$ cat src/hdl/sds_pkg.sv
// Shared types and constants for the substring delete stream block.
// No dependencies; compile before every other file of the block.
package sds_pkg;

  // Field widths fixed by the stream and register formats
  localparam int unsigned CHAR_W          = 8;
  localparam int unsigned PATTERN_W       = 64;
  localparam int unsigned LEN_W           = 4;
  localparam int unsigned CFG_IDX_W       = 2;
  localparam int unsigned MAX_PATTERN_DEF = 8;

  // Entries of the queue between front and back
  localparam int unsigned QUEUE_DEPTH = 2;

  // Register indexes of the configuration port
  typedef enum logic [CFG_IDX_W-1:0] {
    CFG_PATTERN_BYTES  = 2'd0,
    CFG_PATTERN_LENGTH = 2'd1
  } cfg_idx_e;

  // Control part of one queued command
  typedef struct packed {
    logic emit;  // one byte leaves the head of the window
    logic last;  // string ends: flush the held bytes and mark the end
  } sds_ctrl_t;

  localparam int unsigned CTRL_W = $bits(sds_ctrl_t);

endpackage

$ cat src/hdl/sds_if.sv
// Stream channel interfaces (valid/ready) for input bytes and result bytes.
// Depends on sds_pkg for the field widths.
interface sds_in_if import sds_pkg::*; ();
  logic              valid;
  logic              ready;
  logic [CHAR_W-1:0] in_char;
  logic              in_last;

  modport source (output valid, output in_char, output in_last, input ready);
  modport sink   (input valid, input in_char, input in_last, output ready);
endinterface

interface sds_out_if import sds_pkg::*; ();
  logic              valid;
  logic              ready;
  logic [CHAR_W-1:0] out_char;
  logic              char_present;
  logic              out_last;

  modport source (output valid, output out_char, output char_present, output out_last,
                  input ready);
  modport sink   (input valid, input out_char, input char_present, input out_last,
                  output ready);
endinterface

$ cat src/hdl/sds_front.sv
// Front end: configuration registers, match window and per-byte classification.
// Depends on sds_pkg; feeds commands into sds_queue.
module sds_front import sds_pkg::*; #(
  parameter int unsigned MAX_PATTERN = MAX_PATTERN_DEF,
  parameter int unsigned FILL_W      = $clog2(MAX_PATTERN + 1),
  parameter int unsigned CMD_W       = CTRL_W + CHAR_W + FILL_W + CHAR_W * MAX_PATTERN
) (
  input  logic                 clk_i,
  input  logic                 rst_ni,
  input  logic                 cfg_we_i,
  input  logic [CFG_IDX_W-1:0] cfg_idx_i,
  input  logic [PATTERN_W-1:0] cfg_data_i,
  input  logic                 in_valid_i,
  output logic                 in_ready_o,
  input  logic [CHAR_W-1:0]    in_char_i,
  input  logic                 in_last_i,
  output logic                 push_o,
  output logic [CMD_W-1:0]     cmd_o,
  input  logic                 full_i
);

  logic [PATTERN_W-1:0] pattern_q;
  logic [LEN_W-1:0]     plen_q;
  logic [FILL_W-1:0]    fill_q, fill_d;
  logic [CHAR_W-1:0]    window_q [MAX_PATTERN];
  logic [CHAR_W-1:0]    window_d [MAX_PATTERN];
  logic [CHAR_W-1:0]    app      [MAX_PATTERN];
  logic [CHAR_W-1:0]    shifted  [MAX_PATTERN];
  logic [LEN_W-1:0]     len_raw;
  logic [FILL_W-1:0]    len_eff;
  logic [FILL_W-1:0]    slot;
  logic                 acc, full_win, match, cfg_hit;
  sds_ctrl_t            ctrl;
  logic [CHAR_W*MAX_PATTERN-1:0] flush_data;

  assign acc        = in_valid_i && in_ready_o;
  assign in_ready_o = !full_i;
  assign cfg_hit    = cfg_we_i && (cfg_idx_i == CFG_PATTERN_BYTES ||
                                   cfg_idx_i == CFG_PATTERN_LENGTH);

  // Clamp the programmed length into 1..MAX_PATTERN
  always_comb begin
    if (plen_q == '0) begin
      len_raw = LEN_W'(1);
    end else if (plen_q > LEN_W'(MAX_PATTERN)) begin
      len_raw = LEN_W'(MAX_PATTERN);
    end else begin
      len_raw = plen_q;
    end
  end
  assign len_eff = FILL_W'(len_raw);

  // Slot for the new byte; a window left full is restarted
  assign slot     = (fill_q >= len_eff) ? '0 : fill_q;
  assign full_win = (slot + FILL_W'(1)) == len_eff;

  // Append, compare all pattern bytes in parallel, and form the shifted window
  always_comb begin
    match = 1'b1;
    for (int i = 0; i < MAX_PATTERN; i++) begin
      app[i] = (FILL_W'(i) == slot) ? in_char_i : window_q[i];
    end
    for (int i = 0; i < MAX_PATTERN; i++) begin
      if (FILL_W'(i) < len_eff && app[i] != pattern_q[CHAR_W*i +: CHAR_W]) begin
        match = 1'b0;
      end
      shifted[i] = app[(i + 1) % MAX_PATTERN];
    end
  end

  // Decide emission, next window and fill
  always_comb begin
    ctrl.emit = 1'b0;
    ctrl.last = in_last_i;
    window_d  = app;
    fill_d    = fill_q;
    if (acc) begin
      fill_d = slot + FILL_W'(1);
      if (full_win && match) begin
        fill_d = '0;
      end else if (full_win) begin
        ctrl.emit = 1'b1;
        window_d  = shifted;
        fill_d    = len_eff - FILL_W'(1);
      end
    end
    for (int i = 0; i < MAX_PATTERN; i++) begin
      flush_data[CHAR_W*i +: CHAR_W] = window_d[i];
    end
  end

  // Queue a command whenever a byte leaves or the string ends
  assign push_o = acc && (ctrl.emit || ctrl.last);
  assign cmd_o  = {ctrl, app[0], (ctrl.last ? fill_d : FILL_W'(0)), flush_data};

  // Configuration registers and fill count
  always_ff @(posedge clk_i or negedge rst_ni) begin
    if (!rst_ni) begin
      pattern_q <= '0;
      plen_q    <= LEN_W'(1);
      fill_q    <= '0;
    end else begin
      if (cfg_we_i && cfg_idx_i == CFG_PATTERN_BYTES) begin
        pattern_q <= cfg_data_i;
      end
      if (cfg_we_i && cfg_idx_i == CFG_PATTERN_LENGTH) begin
        plen_q <= cfg_data_i[LEN_W-1:0];
      end
      if (cfg_hit || (acc && in_last_i)) begin
        fill_q <= '0;
      end else begin
        fill_q <= fill_d;
      end
    end
  end

  // Window bytes hold no reset value
  always_ff @(posedge clk_i) begin
    if (acc) begin
      window_q <= window_d;
    end
  end

`ifndef SYNTH
  a_fill_below_len: assert property (@(posedge clk_i) disable iff (!rst_ni)
    fill_q < len_eff)
    else $error("window fill reached the pattern length");
  a_cfg_clears_fill: assert property (@(posedge clk_i) disable iff (!rst_ni)
    cfg_hit |=> fill_q == '0)
    else $error("register write did not discard the window");
`endif

endmodule

$ cat src/hdl/sds_queue.sv
// Two-entry command queue between the classifying front and the output back end.
// Depends on sds_pkg for the queue depth.
module sds_queue import sds_pkg::*; #(
  parameter int unsigned WIDTH = 8
) (
  input  logic             clk_i,
  input  logic             rst_ni,
  input  logic             push_i,
  input  logic [WIDTH-1:0] wdata_i,
  output logic             full_o,
  input  logic             pop_i,
  output logic [WIDTH-1:0] rdata_o,
  output logic             empty_o
);

  localparam int unsigned PTR_W = (QUEUE_DEPTH > 1) ? $clog2(QUEUE_DEPTH) : 1;
  localparam int unsigned CNT_W = $clog2(QUEUE_DEPTH + 1);

  logic [WIDTH-1:0] mem_q [QUEUE_DEPTH];
  logic [PTR_W-1:0] wr_q, rd_q;
  logic [CNT_W-1:0] cnt_q;

  assign full_o  = cnt_q == CNT_W'(QUEUE_DEPTH);
  assign empty_o = cnt_q == '0;
  assign rdata_o = mem_q[rd_q];

  // Advance pointers; depth is a power of two so they wrap on their own
  always_ff @(posedge clk_i or negedge rst_ni) begin
    if (!rst_ni) begin
      wr_q  <= '0;
      rd_q  <= '0;
      cnt_q <= '0;
    end else begin
      if (push_i) begin
        wr_q <= wr_q + PTR_W'(1);
      end
      if (pop_i) begin
        rd_q <= rd_q + PTR_W'(1);
      end
      if (push_i && !pop_i) begin
        cnt_q <= cnt_q + CNT_W'(1);
      end else if (pop_i && !push_i) begin
        cnt_q <= cnt_q - CNT_W'(1);
      end
    end
  end

  // Store entries
  always_ff @(posedge clk_i) begin
    if (push_i) begin
      mem_q[wr_q] <= wdata_i;
    end
  end

`ifndef SYNTH
  a_no_overflow: assert property (@(posedge clk_i) disable iff (!rst_ni)
    (push_i |-> !full_o) and (pop_i |-> !empty_o))
    else $error("command queue overflow or underflow");
`endif

endmodule

$ cat src/hdl/sds_back.sv
// Back end: expands queued commands into result transfers through an output register.
// Depends on sds_pkg; reads commands from sds_queue.
module sds_back import sds_pkg::*; #(
  parameter int unsigned MAX_PATTERN = MAX_PATTERN_DEF,
  parameter int unsigned FILL_W      = $clog2(MAX_PATTERN + 1),
  parameter int unsigned CMD_W       = CTRL_W + CHAR_W + FILL_W + CHAR_W * MAX_PATTERN
) (
  input  logic              clk_i,
  input  logic              rst_ni,
  input  logic              empty_i,
  input  logic [CMD_W-1:0]  cmd_i,
  output logic              pop_o,
  output logic              out_valid_o,
  input  logic              out_ready_i,
  output logic [CHAR_W-1:0] out_char_o,
  output logic              char_present_o,
  output logic              out_last_o
);

  localparam int unsigned SEQ_W = CHAR_W * MAX_PATTERN;

  sds_ctrl_t         c_ctrl;
  logic [CHAR_W-1:0] c_char;
  logic [FILL_W-1:0] c_cnt;
  logic [SEQ_W-1:0]  c_data;

  logic              busy_q, busy_d;
  logic [SEQ_W-1:0]  seq_q, seq_d;
  logic [FILL_W-1:0] n_q, n_d;
  logic              last_q, last_d;
  logic              ov_q, ov_d;
  logic [CHAR_W-1:0] oc_q, oc_d;
  logic              op_q, op_d, ol_q, ol_d;
  logic              adv, done, load;

  assign {c_ctrl, c_char, c_cnt, c_data} = cmd_i;

  assign adv   = busy_q && (!ov_q || out_ready_i);
  assign done  = adv && (n_q <= FILL_W'(1));
  assign load  = !empty_i && (!busy_q || done);
  assign pop_o = load;

  // Step through the bytes of the current command, one transfer a cycle unless the output stalls
  always_comb begin
    busy_d = busy_q;
    seq_d  = seq_q;
    n_d    = n_q;
    last_d = last_q;
    ov_d   = ov_q && !out_ready_i;
    oc_d   = oc_q;
    op_d   = op_q;
    ol_d   = ol_q;
    if (adv) begin
      ov_d  = 1'b1;
      op_d  = n_q != '0;
      oc_d  = (n_q != '0) ? seq_q[CHAR_W-1:0] : '0;
      ol_d  = last_q && (n_q <= FILL_W'(1));
      seq_d = seq_q >> CHAR_W;
      n_d   = (n_q != '0) ? n_q - FILL_W'(1) : '0;
    end
    if (done) begin
      busy_d = 1'b0;
    end
    // Load the next command, with the emitted byte ahead of the flushed ones
    if (load) begin
      busy_d = 1'b1;
      last_d = c_ctrl.last;
      seq_d  = c_ctrl.emit ? SEQ_W'({c_data, c_char}) : c_data;
      n_d    = c_cnt + FILL_W'(c_ctrl.emit);
    end
  end

  always_ff @(posedge clk_i or negedge rst_ni) begin
    if (!rst_ni) begin
      busy_q <= 1'b0;
      ov_q   <= 1'b0;
    end else begin
      busy_q <= busy_d;
      ov_q   <= ov_d;
    end
  end

  always_ff @(posedge clk_i) begin
    seq_q  <= seq_d;
    n_q    <= n_d;
    last_q <= last_d;
    oc_q   <= oc_d;
    op_q   <= op_d;
    ol_q   <= ol_d;
  end

  assign out_valid_o    = ov_q;
  assign out_char_o     = oc_q;
  assign char_present_o = op_q;
  assign out_last_o     = ol_q;

`ifndef SYNTH
  a_bare_marker_is_last: assert property (@(posedge clk_i) disable iff (!rst_ni)
    ov_q && !op_q |-> ol_q)
    else $error("bare end marker without last flag");
  a_empty_cmd_is_end: assert property (@(posedge clk_i) disable iff (!rst_ni)
    busy_q && n_q == '0 |-> last_q)
    else $error("empty command that does not end a string");
`endif

endmodule

$ cat src/hdl/substring_delete_stream.sv
// Top level of the substring delete stream block.
// Depends on sds_pkg, sds_if, sds_front, sds_queue and sds_back.

// Deletes every leftmost, non-overlapping occurrence of a pattern of 1 to
// MAX_PATTERN bytes from a byte stream whose strings end on a byte flagged
// in_last. The input takes one byte per cycle while the queue has room; the
// front compares the whole window with the pattern in parallel in the cycle a
// byte arrives. The back end gives one result transfer per cycle while the
// result side is ready: a byte that leaves the window, then at string end every
// held byte (up to MAX_PATTERN results for that final input), or a bare marker
// with char_present low when nothing is left. A two-entry command queue lets
// the input keep flowing while the back end flushes; the input stalls when
// that flush outlasts the queue, or when the result side holds off long enough
// to fill it. Writing either register discards held bytes.
module substring_delete_stream import sds_pkg::*; #(
  parameter int unsigned MAX_PATTERN = MAX_PATTERN_DEF
) (
  input  logic                 clk_i,
  input  logic                 rst_ni,
  input  logic                 cfg_we_i,
  input  logic [CFG_IDX_W-1:0] cfg_idx_i,
  input  logic [PATTERN_W-1:0] cfg_data_i,
  sds_in_if.sink               in_i,
  sds_out_if.source            out_o
);

  localparam int unsigned FILL_W = $clog2(MAX_PATTERN + 1);
  localparam int unsigned CMD_W  = CTRL_W + CHAR_W + FILL_W + CHAR_W * MAX_PATTERN;

  logic             push, full, pop, empty;
  logic [CMD_W-1:0] cmd_w, cmd_r;

  // Classify input bytes
  sds_front #(
    .MAX_PATTERN (MAX_PATTERN),
    .FILL_W      (FILL_W),
    .CMD_W       (CMD_W)
  ) u_front (
    .clk_i      (clk_i),
    .rst_ni     (rst_ni),
    .cfg_we_i   (cfg_we_i),
    .cfg_idx_i  (cfg_idx_i),
    .cfg_data_i (cfg_data_i),
    .in_valid_i (in_i.valid),
    .in_ready_o (in_i.ready),
    .in_char_i  (in_i.in_char),
    .in_last_i  (in_i.in_last),
    .push_o     (push),
    .cmd_o      (cmd_w),
    .full_i     (full)
  );

  // Decouple front and back
  sds_queue #(
    .WIDTH (CMD_W)
  ) u_queue (
    .clk_i   (clk_i),
    .rst_ni  (rst_ni),
    .push_i  (push),
    .wdata_i (cmd_w),
    .full_o  (full),
    .pop_i   (pop),
    .rdata_o (cmd_r),
    .empty_o (empty)
  );

  // Expand commands into result transfers
  sds_back #(
    .MAX_PATTERN (MAX_PATTERN),
    .FILL_W      (FILL_W),
    .CMD_W       (CMD_W)
  ) u_back (
    .clk_i          (clk_i),
    .rst_ni         (rst_ni),
    .empty_i        (empty),
    .cmd_i          (cmd_r),
    .pop_o          (pop),
    .out_valid_o    (out_o.valid),
    .out_ready_i    (out_o.ready),
    .out_char_o     (out_o.out_char),
    .char_present_o (out_o.char_present),
    .out_last_o     (out_o.out_last)
  );

endmodule
$ cat src/flat_wrapper.sv
// flat-port wrapper written by rule: the top's interface ports become plain ports
module substring_delete_stream_flat import sds_pkg::*;
#(
  parameter int unsigned MAX_PATTERN = MAX_PATTERN_DEF
)
  (clk_i, rst_ni, cfg_we_i, cfg_idx_i, cfg_data_i, in_i_valid, in_i_in_char, in_i_in_last, in_i_ready, out_o_valid, out_o_out_char, out_o_char_present, out_o_out_last, out_o_ready);
  sds_in_if in_i_i ();
  sds_out_if out_o_i ();
  input  logic clk_i;
  input  logic rst_ni;
  input  logic cfg_we_i;
  input  logic [CFG_IDX_W-1:0] cfg_idx_i;
  input  logic [PATTERN_W-1:0] cfg_data_i;
  input wire logic [$bits(in_i_i.valid)-1:0] in_i_valid;
  input wire logic [$bits(in_i_i.in_char)-1:0] in_i_in_char;
  input wire logic [$bits(in_i_i.in_last)-1:0] in_i_in_last;
  output wire logic [$bits(in_i_i.ready)-1:0] in_i_ready;
  output wire logic [$bits(out_o_i.valid)-1:0] out_o_valid;
  output wire logic [$bits(out_o_i.out_char)-1:0] out_o_out_char;
  output wire logic [$bits(out_o_i.char_present)-1:0] out_o_char_present;
  output wire logic [$bits(out_o_i.out_last)-1:0] out_o_out_last;
  input wire logic [$bits(out_o_i.ready)-1:0] out_o_ready;
  assign in_i_i.valid = in_i_valid;
  assign in_i_i.in_char = in_i_in_char;
  assign in_i_i.in_last = in_i_in_last;
  assign in_i_ready = in_i_i.ready;
  assign out_o_valid = out_o_i.valid;
  assign out_o_out_char = out_o_i.out_char;
  assign out_o_char_present = out_o_i.char_present;
  assign out_o_out_last = out_o_i.out_last;
  assign out_o_i.ready = out_o_ready;
  substring_delete_stream #(.MAX_PATTERN(MAX_PATTERN)) u_core (.clk_i(clk_i), .rst_ni(rst_ni), .cfg_we_i(cfg_we_i), .cfg_idx_i(cfg_idx_i), .cfg_data_i(cfg_data_i), .in_i(in_i_i), .out_o(out_o_i));
endmodule
$ cat config.mk
export PLATFORM = sky130hd
export DESIGN_NAME = substring_delete_stream_flat
export DESIGN_NICKNAME = d
export VERILOG_FILES = /design/src/hdl/sds_pkg.sv /design/src/hdl/sds_if.sv /design/src/hdl/sds_front.sv /design/src/hdl/sds_queue.sv /design/src/hdl/sds_back.sv /design/src/hdl/substring_delete_stream.sv /design/src/flat_wrapper.sv
export SDC_FILE = /design/constraint.sdc
export NUM_CORES = 1
export LEC_CHECK = 0
export ABC_AREA = 1
export BUFFER_PORTS_ARGS = -buffer_cell sky130_fd_sc_hd__buf_2
export CORE_ASPECT_RATIO = 1.25
export CORE_MARGIN = 2
export CORE_UTILIZATION = 65
export DETAILED_ROUTE_END_ITERATION = 12
export PLACE_DENSITY = 0.95
export SYNTH_ARGS = -nofsm -noshare
export SYNTH_HDL_FRONTEND = slang
export SYNTH_SLANG_ARGS = --single-unit
$ cat constraint.sdc
create_clock -name clk_i -period 21.1 [get_ports clk_i]
set_clock_uncertainty 0.1 [all_clocks]
set_input_delay 1.055 -clock clk_i [delete_from_list [all_inputs] [get_ports clk_i]]
set_output_delay 1.055 -clock clk_i [all_outputs]
set_load 0.03 [all_outputs]
==> metrics.md, run 1 <==
| Metric | Value |
|---|---|
| Maximum buffer depth of the clock tree | 3 |
| Number of flops mapped to enable cells by yosys | 299 |
| GR Util met2 | 58.10% |
| Highest clock frequency the design can meet | 151.0 MHz |
| Share of layout cells above drive strength 1 | 10.67% |
| Sum of internal, switching and leakage power | 3.536 mW |
| Arrival time of the worst setup path | 6.81 ns |
| Routed via count | 14870 |
| Setup repair after global routing missed its margin | false |
| Count of antenna-violating nets left after detailed routing | 0 |
| Largest net degree at the start of global routing | 94 |
| Wirelength, routed | 52330 um |
| Critical path launch point type | register |
| Antenna diodes | 0 |
| Number of clock buffers inserted by TritonCTS | 37 |
| Most frequent CP cell | nand2_1 |
| Layer with the highest usage after global routing | met2 |
| Tightest Pin Transition | 1.111 ns |
| Final core utilization | 72.70% |
| Initial DRC count | 2334 |
| Total track usage | 35.57% |
| Critical-path cell with the highest stage delay | ha_1 |
| # nets final | 2137 |
| Number of flip-flops and latches in the synthesized netlist | 377 |
| Total core area | 27480 um^2 |
| Maximum fanout encountered on the critical timing path | 75 |
| Maximum single-stage delay on the critical path | 0.79 ns |
| Met1 Track Usage GR | 46.79% |
| CTS H-Tree Depth | 2 |
| Port bufs | 91 |
| Number of nets produced by synthesis | 2078 |
| Top-Level Pins | 92 |
| Via count of the first global-routing pass | 14080 |
| Worst slack at placement | 14.77 ns |
| Wire per inst | 21.61 um |
| Die area | 29230 um^2 |
| Leakage Power | 8.972 nW |
| Total clock sinks | 377 |
| Cell variety after synth | 38 |
| Worst reg2reg path depth | 28 |
| Final TNS setup | 0 ns |
| Insertion delay of the later-clocked pin in the worst-skew pair | 0.54 ns |
| FF-to-FF setup slack | 14.48 ns |
| Sequential area share after synthesis | 60.34% |
| Wire length of the first global-routing pass | 79070 um |
| Number of detailed-routing iterations run before antenna repair | 8 |
| Cts-stage hold buffer count | 0 |
| P&R area growth vs syn | 10.27% |
| Met3 layer usage reported by global route | 6.773% |
| Worst path buffer plus inverter count | 5 |
| Die width | 153.3 um |
| Hold slack | 0.2401 ns |
| Initial antenna violation count | 0 |
| Final setup vio count | 0 |
| Worst slew margin | 25.97% |
| Cell row count | 68 |
| Status | finished clean |
| Final worst setup slack | 14.48 ns |
| HPWL after detailed placement | 34400 um |
| Gpl congestion | 0.9313 |
| Die height | 190.7 um |
| Initial Utilization | 65.93% |
| Leading cell type in the layout, fill and taps excluded | nand2_1 |
| Capture instance of the worst register-to-register path | u_core.u_front.window_q[5]$_DFFE_PP_ |
| Dominant register cell in the synthesized netlist | edfxtp_1 |
| Crit. End Element | register |
| Post-route clock period utilization | 31.39% |
| Residual DRC count | 0 |
| Cell area after synthesis | 18120 um^2 |
| Endpoints failing hold | 0 |
| Critical path type | reg2reg |
| Max Transition Viols Final | 0 |
| Hold Path Class | in2async |
| Required time worst endpoint | 21.29 ns |
| Average cell area after synthesis | 9.132 um^2 |
| Post-CTS Setup Bufs | 0 |
| TritonCTS clock tree | done |
| Congestion Overflow GR | 0 |
| Proportion of synthesized flip-flops having asynchronous set or reset | 20.69% |
| Max-capacitance violation count | 0 |
| Clock transition time at the flip-flop clock pins of the worst setup and hold paths | 0.06 ns |
| Commonest cells after routing, fill and taps aside | nand2_1, edfxtp_1, nor2_1 |
| Synthesis warning total | 0 |
| Family with the most delay on the worst path | simple AND/OR/NAND/NOR gates |
| Post-Synthesis Cells | 1984 |
| Peak supply drop | 0.1299 mV |
| Vias per cell | 6.143 |
| PostCTS Resize Cnt | 0 |
| CTS Root Cell | clkbuf_16 |
| Final critical-path required period | 6.624 ns |
| Reg-to-reg startpoint | u_core.u_front.plen_q[1]$_DFFE_PN0P_ |
| Pwr per Cell Area | 177.0 nW/um^2 |
## cell families (layout without fill, tap and decap cells)
family | after synthesis | count (layout) | share of synthesized area (%)
and+or+nand+nor | 1116 | 1116 | 25.13
DFF | 377 | 377 | 60.34
buffers and inverters | 248 | 335 | 5.649
AOI/OAI and AO/OA | 195 | 195 | 5.967
muxes | 26 | 26 | 1.561
adders and majority gates | 14 | 14 | 0.9669
xor gates and xnor gates | 8 | 8 | 0.3868
## state kept, by name, indices dropped and copies added, names as in the netlist
| signal | flops |
|---|---|
| u_core.u_back.seq_q | 64 |
| u_core.u_front.plen_q | 4 |
| u_core.u_back.char_present_o | 1 |
| u_core.u_back.last_q | 1 |
| u_core.u_front.window_q | 64 |
| u_core.u_back.out_valid_o | 1 |
| u_core.u_back.out_char_o | 8 |
| u_core.u_back.n_q | 4 |
| u_core.u_queue.mem_q | 156 |
| u_core.u_queue.wr_q | 1 |
| u_core.u_front.fill_q | 4 |
| u_core.u_back.busy_q | 1 |
| u_core.u_back.out_last_o | 1 |
| u_core.u_queue.cnt_q | 2 |
| u_core.u_front.pattern_q | 64 |
| u_core.u_queue.rd_q | 1 |
## cells in the mapped netlist (11+ instances only)
library cell | count | area [um^2]
mux2_2 | 18 | 202.7
edfxtp_1 | 299 | 8979
nand3b_1 | 21 | 157.7
clkbuf_1 | 59 | 221.5
a31oi_1 | 40 | 250.2
buf_4 | 11 | 82.58
nand2_1 | 762 | 2860
nor2_1 | 156 | 585.6
a21oi_1 | 56 | 280.3
ha_1 | 14 | 175.2
o21ai_0 | 73 | 365.4
o21ai_1 | 17 | 85.08
nand3_1 | 155 | 775.7
nand2_2 | 11 | 68.82
dfrtp_1 | 77 | 1927
inv_1 | 155 | 581.8
## how the worst max path moves through the flow
stage                                            end                            startpoint  depth (start not counted)
2_1_floorplan   u_core.u_queue.mem_q[1][0]$_DFFE_PP_  u_core.u_front.plen_q[3]$_DFFE_PN0P_                         29
3_3_place_gp    u_core.u_front.window_q[4]$_DFFE_PP_  u_core.u_front.plen_q[2]$_DFFE_PN0P_                         29
3_5_place_dp    u_core.u_front.window_q[6]$_DFFE_PP_  u_core.u_front.plen_q[2]$_DFFE_PN0P_                         28
4_1_cts        u_core.u_queue.mem_q[0][10]$_DFFE_PP_  u_core.u_front.plen_q[1]$_DFFE_PN0P_                         28
5_1_grt        u_core.u_front.window_q[32]$_DFFE_PP_  u_core.u_front.plen_q[1]$_DFFE_PN0P_                         28
6_report        u_core.u_front.window_q[5]$_DFFE_PP_  u_core.u_front.plen_q[1]$_DFFE_PN0P_                         28
## metal layers
metal,up-vias,part of all wire [%]
li1,6661,-
met1,6915,35
met2,1119,48
met3,177,12
met4,0,5.4
met5,-,0
## worst register-to-register path, delay by kind of cell, from the launching register on
family	cells	cell delay, ns
simple gates	19	2.12
flops	1	0.37
buf+inv	5	1.68
fa+ha+maj	2	1.10
compound gates	2	1.02
## power breakdown
group / switching (mW) / internal [mW]
logic: 1.12 / 0.370
registers: 0.111 / 1.26
clock network: 0.290 / 0.385
total: 1.52 / 2.01
## per-stage QoR
step / cell area (um^2) / cells
global placement: 18770 / 2354
global route: 19980 / 2421
detailed placement: 18770 / 2354
floorplan: 18120 / 1984
CTS: 19980 / 2421
finish: 19980 / 2421
## layout make-up
class	instances	area, um^2
clock buffer	49	992.2
clock inverter	18	217.7
fill	1879	7503
inverter	159	596.8
multi-input combinational	1359	6207
sequential	377	10930
tap	350	437.9
timing repair buffer	109	593.1
Power figures use the tool's default switching activity.
==> run 2: changes to the inputs <==
--- a/config.mk
+++ b/config.mk
@@ -9,9 +9,9 @@
 export BUFFER_PORTS_ARGS = -buffer_cell sky130_fd_sc_hd__buf_2
 export CORE_ASPECT_RATIO = 1.25
 export CORE_MARGIN = 2
-export CORE_UTILIZATION = 65
+export CORE_UTILIZATION = 56
 export DETAILED_ROUTE_END_ITERATION = 12
-export PLACE_DENSITY = 0.95
+export PLACE_DENSITY = 0.88
 export SYNTH_ARGS = -nofsm -noshare
 export SYNTH_HDL_FRONTEND = slang
 export SYNTH_SLANG_ARGS = --single-unit
==> constraint.sdc (replaced) <==
create_clock -name clk_i -period 5.5 [get_ports clk_i]
set_clock_uncertainty 0.1 [all_clocks]
set_input_delay 0.275 -clock clk_i [delete_from_list [all_inputs] [get_ports clk_i]]
set_output_delay 0.275 -clock clk_i [all_outputs]
set_load 0.03 [all_outputs]
==> metrics.md, run 2 (same netlist as run 1, synthesis figures left out) <==
| Metric | Value |
|---|---|
| Max Transition Viols Final | 0 |
| Total core area | 31880 um^2 |
| Die width | 164.9 um |
| Insertion delay of the later-clocked pin in the worst-skew pair | 0.55 ns |
| Wire per inst | 20.48 um |
| Final worst setup slack | 0.4101 ns |
| Commonest cells after routing, fill and taps aside | nand2_1, edfxtp_1, nand3_1 |
| Cell row count | 73 |
| Total clock sinks | 377 |
| Total track usage | 31.81% |
| Number of clock buffers inserted by TritonCTS | 37 |
| Final-layout fill cell count | 2403 |
| Final core utilization | 65.94% |
| Critical path launch point type | register |
| Area of the multi-input gates | 6223 um^2 |
| Vias per cell | 5.738 |
| Die area | 33820 um^2 |
| CTS H-Tree Depth | 2 |
| Maximum buffer depth of the clock tree | 3 |
| Residual DRC count | 0 |
| Peak supply drop | 0.5515 mV |
| Via count of the first global-routing pass | 14410 |
| P&R area growth vs syn | 16.02% |
| Required time worst endpoint | 5.65 ns |
| Maximum fanout encountered on the critical timing path | 23 |
| Worst slack at placement | 0.1757 ns |
| TritonCTS clock tree | done |
| Critical path type | reg2reg |
| Pwr per Cell Area | 646.3 nW/um^2 |
| Arrival time of the worst setup path | 5.24 ns |
| Wire length of the first global-routing pass | 79610 um |
| Congestion Overflow GR | 0 |
| Count of antenna-violating nets left after detailed routing | 0 |
| Top-Level Pins | 92 |
| Final setup vio count | 0 |
| Post-route clock period utilization | 92.54% |
| Register ranked first by flip-flop count | u_core.u_queue.mem_q |
| Share of layout cells above drive strength 1 | 11.65% |
| Hold Path Class | in2reg |
| Crit. End Element | register |
| HPWL after detailed placement | 36030 um |
| Die height | 205.1 um |
| Routed via count | 14780 |
| Sum of internal, switching and leakage power | 13.58 mW |
| Antenna diodes | 0 |
| Gpl congestion | 0.9852 |
| Final critical-path required period | 5.090 ns |
| Worst slew margin | 20.68% |
| Highest clock frequency the design can meet | 196.5 MHz |
| Register area | 10930 um^2 |
| Endpoints failing hold | 0 |
| CTS Root Cell | clkbuf_16 |
| Setup repair after global routing missed its margin | false |
| Status | finished clean |
| Max-capacitance violation count | 0 |
| Initial Utilization | 56.84% |
| Leading cell type in the layout, fill and taps excluded | nand2_1 |
| # nets final | 2231 |
| Initial DRC count | 1534 |
| Placement-stage cell area | 19100 um^2 |
| Clock transition time at the flip-flop clock pins of the worst setup and hold paths | 0.06 ns |
| Wirelength, routed | 52750 um |
| Port bufs | 91 |
| Leakage Power | 9.372 nW |
| Initial antenna violation count | 2 |
| Number of detailed-routing iterations run before antenna repair | 5 |
| Final TNS setup | 0 ns |
| Largest net degree at the start of global routing | 111 |
| Flip-flop count of the largest register after layout | 156 |
| Tightest Pin Transition | 1.190 ns |
| Design area | 21020 um^2 |
-- run 2: cell count changes in the layout (fill, tap and decap cells not counted), sizes merged --
cell | before | now
buf | 109 | 135
clkinvlp | 0 | 6
bufinv | 4 | 2
clkbuf | 49 | 45
dlygate4sd3 | 0 | 67
-- run 2: repair_timing --
| item | CTS | global route |
|---|---|---|
| setup buffers | 0 | 3 |
| setup endpoints to repair | 0 | 343 |
| resized for setup | 0 | 14 |
| hold buffers | 67 | 0 |
| endpoints found under the hold margin | 106 | 0 |
-- run 2: cell type report --
class / count / share of cell area (%)
inverter: 159 / 2.857
multi-input combinational: 1359 / 29.61
clock inverter: 22 / 0.9584
sequential: 377 / 52.02
clock buffer: 44 / 4.631
tap: 412 / 2.453
timing repair buffer: 203 / 7.471
-- run 2: per-layer routing --
layer / wire (um) / vias up / global-route usage [%]
met2: 24830 / 799 / 51.54
met5: 0 / - / 0
li1: - / 6857 / -
met3: 4397 / 184 / 5.568
met1: 20510 / 6940 / 41.19
met4: 3011 / 0 / 16.30
-- run 2: critical path, cell delays in order, from the launching register on --
cell,delay (ns)
dfrtp_1,0.37
nor2_1,0.06
o21ai_1,0.30
inv_1,0.16
ha_1,0.29
nand2_1,0.06
inv_1,0.04
nand2_2,0.12
nand3_1,0.20
nor2_2,0.22
ha_2,0.32
nand2_2,0.22
nand2_1,0.17
nand2_1,0.13
nand2_1,0.08
nand2_1,0.05
nor2_1,0.08
nand2_1,0.05
nor2_1,0.29
nand2_1,0.12
nor2_1,0.12
nand2_1,0.06
nand2_1,0.07
nand2_1,0.11
nand3_2,0.17
inv_2,0.06
buf_12,0.16
o21ai_0,0.58
-- run 2: final timing paths --
check                                                     startpoint                                       end  slack, ns  depth (start not counted)
worst min register to register   u_core.u_back.out_valid_o$_DFF_PN0_       u_core.u_back.out_valid_o$_DFF_PN0_       0.38                          2
min in group asynchronous                                     rst_ni  u_core.u_front.pattern_q[18]$_DFFE_PN0P_       0.15                          2
worst min-delay path                                        cfg_we_i        u_core.u_front.fill_q[2]$_DFF_PN0_       0.06                          4
worst max-delay path            u_core.u_front.plen_q[2]$_DFFE_PN0P_      u_core.u_queue.mem_q[1][4]$_DFFE_PP_       0.41                         27
worst max register to register  u_core.u_front.plen_q[2]$_DFFE_PN0P_      u_core.u_queue.mem_q[1][4]$_DFFE_PP_       0.41                         27
max in group asynchronous                                     rst_ni      u_core.u_front.plen_q[3]$_DFFE_PN0P_       3.99                          3
-- run 2: stage by stage --
step / hold slack, ns / std cells
2_1_floorplan: -0.1206 / 1984
3_3_place_gp: 0.1828 / 2439
3_5_place_dp: 0.1907 / 2439
4_1_cts: 0.03830 / 2572
5_1_grt: 0.09376 / 2576
6_report: 0.05819 / 2576
-- run 2: where the power goes --
part / switching (mW) / internal [mW]
clock: 1.12 / 1.38
sequential: 0.447 / 4.80
combinational: 4.21 / 1.62
total: 5.78 / 7.80
==> run 3: changes to the inputs <==
--- a/config.mk
+++ b/config.mk
@@ -8,10 +8,11 @@
 export ABC_AREA = 1
 export BUFFER_PORTS_ARGS = -buffer_cell sky130_fd_sc_hd__buf_2
 export CORE_ASPECT_RATIO = 1.25
-export CORE_MARGIN = 2
+export CORE_MARGIN = 3
 export CORE_UTILIZATION = 56
 export DETAILED_ROUTE_END_ITERATION = 12
 export PLACE_DENSITY = 0.88
 export SYNTH_ARGS = -nofsm -noshare
 export SYNTH_HDL_FRONTEND = slang
+export SYNTH_HIERARCHICAL = 1
 export SYNTH_SLANG_ARGS = --single-unit
==> metrics.md, run 3 <==
| Metric | Value |
|---|---|
| Total core area | 32240 um^2 |
| Post-CTS Setup Bufs | 0 |
| Cell row count | 73 |
| Proportion of synthesized flip-flops having asynchronous set or reset | 20.69% |
| Simple-gate portion of the synthesized area | 20.09% |
| Proportion of netlist area held by the largest area contributor | 48.30% |
| Switching fraction of total power | 40.12% |
| Routed via count | 14390 |
| Max Transition Viols Final | 0 |
| Vias per cell | 5.846 |
| Insertion delay of the later-clocked pin in the worst-skew pair | 0.55 ns |
| Critical-path cell with the highest stage delay | nor2_4 |
| XOR/XNOR share of the synthesized area | 0.8481% |
| Setup repair after global routing missed its margin | false |
| Total track usage | 28.54% |
| # nets final | 2116 |
| Crit. End Element | register |
| Maximum fanout encountered on the critical timing path | 23 |
| Synthesis warning total | 6 |
| Worst reg2reg path depth | 25 |
| Peak supply drop | 0.3575 mV |
| Top-Level Pins | 92 |
| Wirelength, routed | 51320 um |
| Ranking of synthesized cells by instance count | nand2_1, edfxtp_1, inv_1 |
| Wire per inst | 20.85 um |
| Critical path launch point type | register |
| HPWL after detailed placement | 33770 um |
| Number of clock buffers inserted by TritonCTS | 38 |
| Synth top area cells | edfxtp_1, nand2_1, dfrtp_1, mux2_2, nand3_1 |
| Max-capacitance violation count | 0 |
| Post-synthesis mux area share | 6.751% |
| Tightest Pin Transition | 1.005 ns |
| Number of flip-flops and latches in the synthesized netlist | 377 |
| Worst path buffer plus inverter count | 5 |
| Sequential area share after synthesis | 58.81% |
| Die width | 169.0 um |
| Maximum single-stage delay on the critical path | 0.52 ns |
| Cell area after synthesis | 18590 um^2 |
| Worst slew margin | 32.78% |
| Post-Synthesis Cells | 1858 |
| Wire length of the first global-routing pass | 78170 um |
| Antenna diodes | 0 |
| Critical path type | reg2reg |
| Final critical-path required period | 5.138 ns |
| Largest net degree at the start of global routing | 81 |
| Most frequent CP cell | nand2_1 |
| Synthesized-area fraction occupied by ao, oa, aoi and oai cells | 5.782% |
| Share of layout cells above drive strength 1 | 18.16% |
| Dominant register cell in the synthesized netlist | edfxtp_1 |
| Final cell count without fillers | 2461 |
| Fraction of power consumed by the clock network | 19.8% |
| Residual DRC count | 0 |
| Post-route clock period utilization | 93.43% |
| P&R area growth vs syn | 15.04% |
| Die area | 35430 um^2 |
| Cell variety after synth | 42 |
| Final TNS setup | 0 ns |
| Logic depth of the worst path, buffers included | 25 |
| Hold Path Class | in2reg |
| CTS H-Tree Depth | 2 |
| Pwr per Cell Area | 626.8 nW/um^2 |
| Number of nets produced by synthesis | 1953 |
| Number of flops mapped to enable cells by yosys | 299 |
| Maximum buffer depth of the clock tree | 3 |
| Endpoints failing hold | 0 |
| Flip-flop count of the largest register after layout | 156 |
| Family with the most delay on the worst path | simple AND/OR/NAND/NOR gates |
| Die height | 209.7 um |
| CTS Root Cell | clkbuf_16 |
| Congestion Overflow GR | 0 |
| Number of detailed-routing iterations run before antenna repair | 6 |
| Most used standard cell by instance count after synthesis | nand2_1 |
| Cell type with the largest total area after synthesis | edfxtp_1 |
| Switching power | 5.377 mW |
| Via count of the first global-routing pass | 14100 |
| Final setup vio count | 0 |
| Fraction of the mapped netlist area in adder cells | 1.010% |
| Total clock sinks | 377 |
| Average cell area after synthesis | 10.00 um^2 |
| Status | finished clean |
| Initial antenna violation count | 0 |
| Cells on Worst Hold Path | 3 |
| Initial DRC count | 1638 |
| Main combinational cell family by area after synthesis | simple AND/OR/NAND/NOR gates |
| Internal Power | 8.026 mW |
| Combinational share of power | 41.9% |
| # placed instances | 2325 |
| Port bufs | 91 |
| Highest clock frequency the design can meet | 194.6 MHz |
| Leakage Power | 9.407 nW |
| Clock transition time at the flip-flop clock pins of the worst setup and hold paths | 0.06 ns |
| Required time worst endpoint | 5.63 ns |
| Arrival time of the worst setup path | 5.27 ns |
| Gpl congestion | 0.9946 |
| Initial Utilization | 57.65% |
| Fraction of power consumed by sequential logic | 38.2% |
| Count of antenna-violating nets left after detailed routing | 0 |
| Final core utilization | 66.32% |
| Final-layout fill cell count | 2282 |
| TritonCTS clock tree | done |
| Register ranked first by flip-flop count | u_core/u_queue/mem_q |
| Commonest cells after routing, fill and taps aside | nand2_1, edfxtp_1, inv_1 |
| Leading cell type in the layout, fill and taps excluded | nand2_1 |
[run 3: cell types whose count changed in the layout (fill, tap and decap cells not counted), sizes merged, moves of 10 or more]
cell   change
nand2    -167
mux2      +83
nor2      -52
o21ai     +48
a31oi     -40
inv       +17
a21oi     -15
nand3     -10
[run 3: final timing paths]
| check | start | endpoint | slack (ns) |
|---|---|---|---|
| max in group asynchronous | rst_ni | u_core/u_queue/rd_q$_DFFE_PN0P_ | 3.99 |
| min | cfg_idx_i[0] | u_core/u_front/plen_q[0]$_DFFE_PN1P_ | 0.07 |
| min reg2reg | u_core/u_front/plen_q[0]$_DFFE_PN1P_ | u_core/u_front/plen_q[0]$_DFFE_PN1P_ | 0.40 |
| min in group asynchronous | rst_ni | u_core/u_front/pattern_q[27]$_DFFE_PN0P_ | 0.08 |
| max reg2reg | u_core/u_front/plen_q[3]$_DFFE_PN0P_ | u_core/u_queue/mem_q[0][28]$_DFFE_PP_ | 0.36 |
| max | u_core/u_front/plen_q[3]$_DFFE_PN0P_ | u_core/u_queue/mem_q[0][28]$_DFFE_PP_ | 0.36 |
[run 3: cells by family after synthesis]
kind of cell             Yosys count
AO/OA/AOI/OAI                    189
flip-flops                       377
AND/OR/NAND/NOR                  887
multiplexers                     109
buffers and inverters            263
XOR/XNOR                          18
adder cells (fa/ha/maj)           15
[run 3: layer usage]
metal / share of wire (%) / wire [um] / up-vias / global-route usage [%]
met3: 8.4 / 4334 / 189 / 4.107
met1: 37 / 19110 / 6806 / 36.22
met5: 0 / 0 / - / 0
met4: 5.5 / 2815 / 0 / 13.91
li1: - / - / 6531 / -
met2: 49 / 25050 / 860 / 48.20
[run 3: power groups by stage]
stage / clock [mW] / sequential, mW / combinational [mW]
after global routing: 2.79 / 5.19 / 6.09
final: 2.66 / 5.12 / 5.62
after CTS: 2.67 / 5.10 / 5.47
after global placement: 0 / 5.09 / 5.16
after floorplan: 0 / 5.07 / 3.78
after detailed placement: 0 / 5.14 / 5.35
[run 3: final cells by class]
type	instances	area, um^2	area share [%]
Clock buffer	41	962.2	4.500
Inverter	177	669.4	3.130
Clock inverter	27	296.5	1.387
Sequential cell	377	10940	51.14
Tap cell	412	515.5	2.411
Timing Repair Buffer	208	1570	7.343
Multi-Input combinational cell	1219	6434	30.09
[run 3: what timing repair did]
| action | in CTS | in global routing |
|---|---|---|
| hold buffers | 67 | 0 |
| gates resized for setup | 0 | 1 |
| endpoints found under the hold margin | 92 | 0 |
| setup endpoints to repair | 0 | 82 |
[run 3: through the flow]
step	hold WS [ns]	setup WS, ns	total power [mW]	instance area (um^2)
2_1_floorplan	-0.1206	0.01426	8.846	18600
3_3_place_gp	0.1037	0.3477	10.25	19440
3_5_place_dp	0.1115	0.3411	10.48	19440
4_1_cts	0.04567	0.2769	13.25	21370
5_1_grt	0.09513	0.03915	14.07	21380
6_report	0.06919	0.3616	13.40	21380
[run 3: tightest hold or removal path, delay by kind of cell]
family | cells | cell delay, ns
compound gates | 1 | 0.12
buf+inv | 1 | 0.11
simple gates | 1 | 0.21
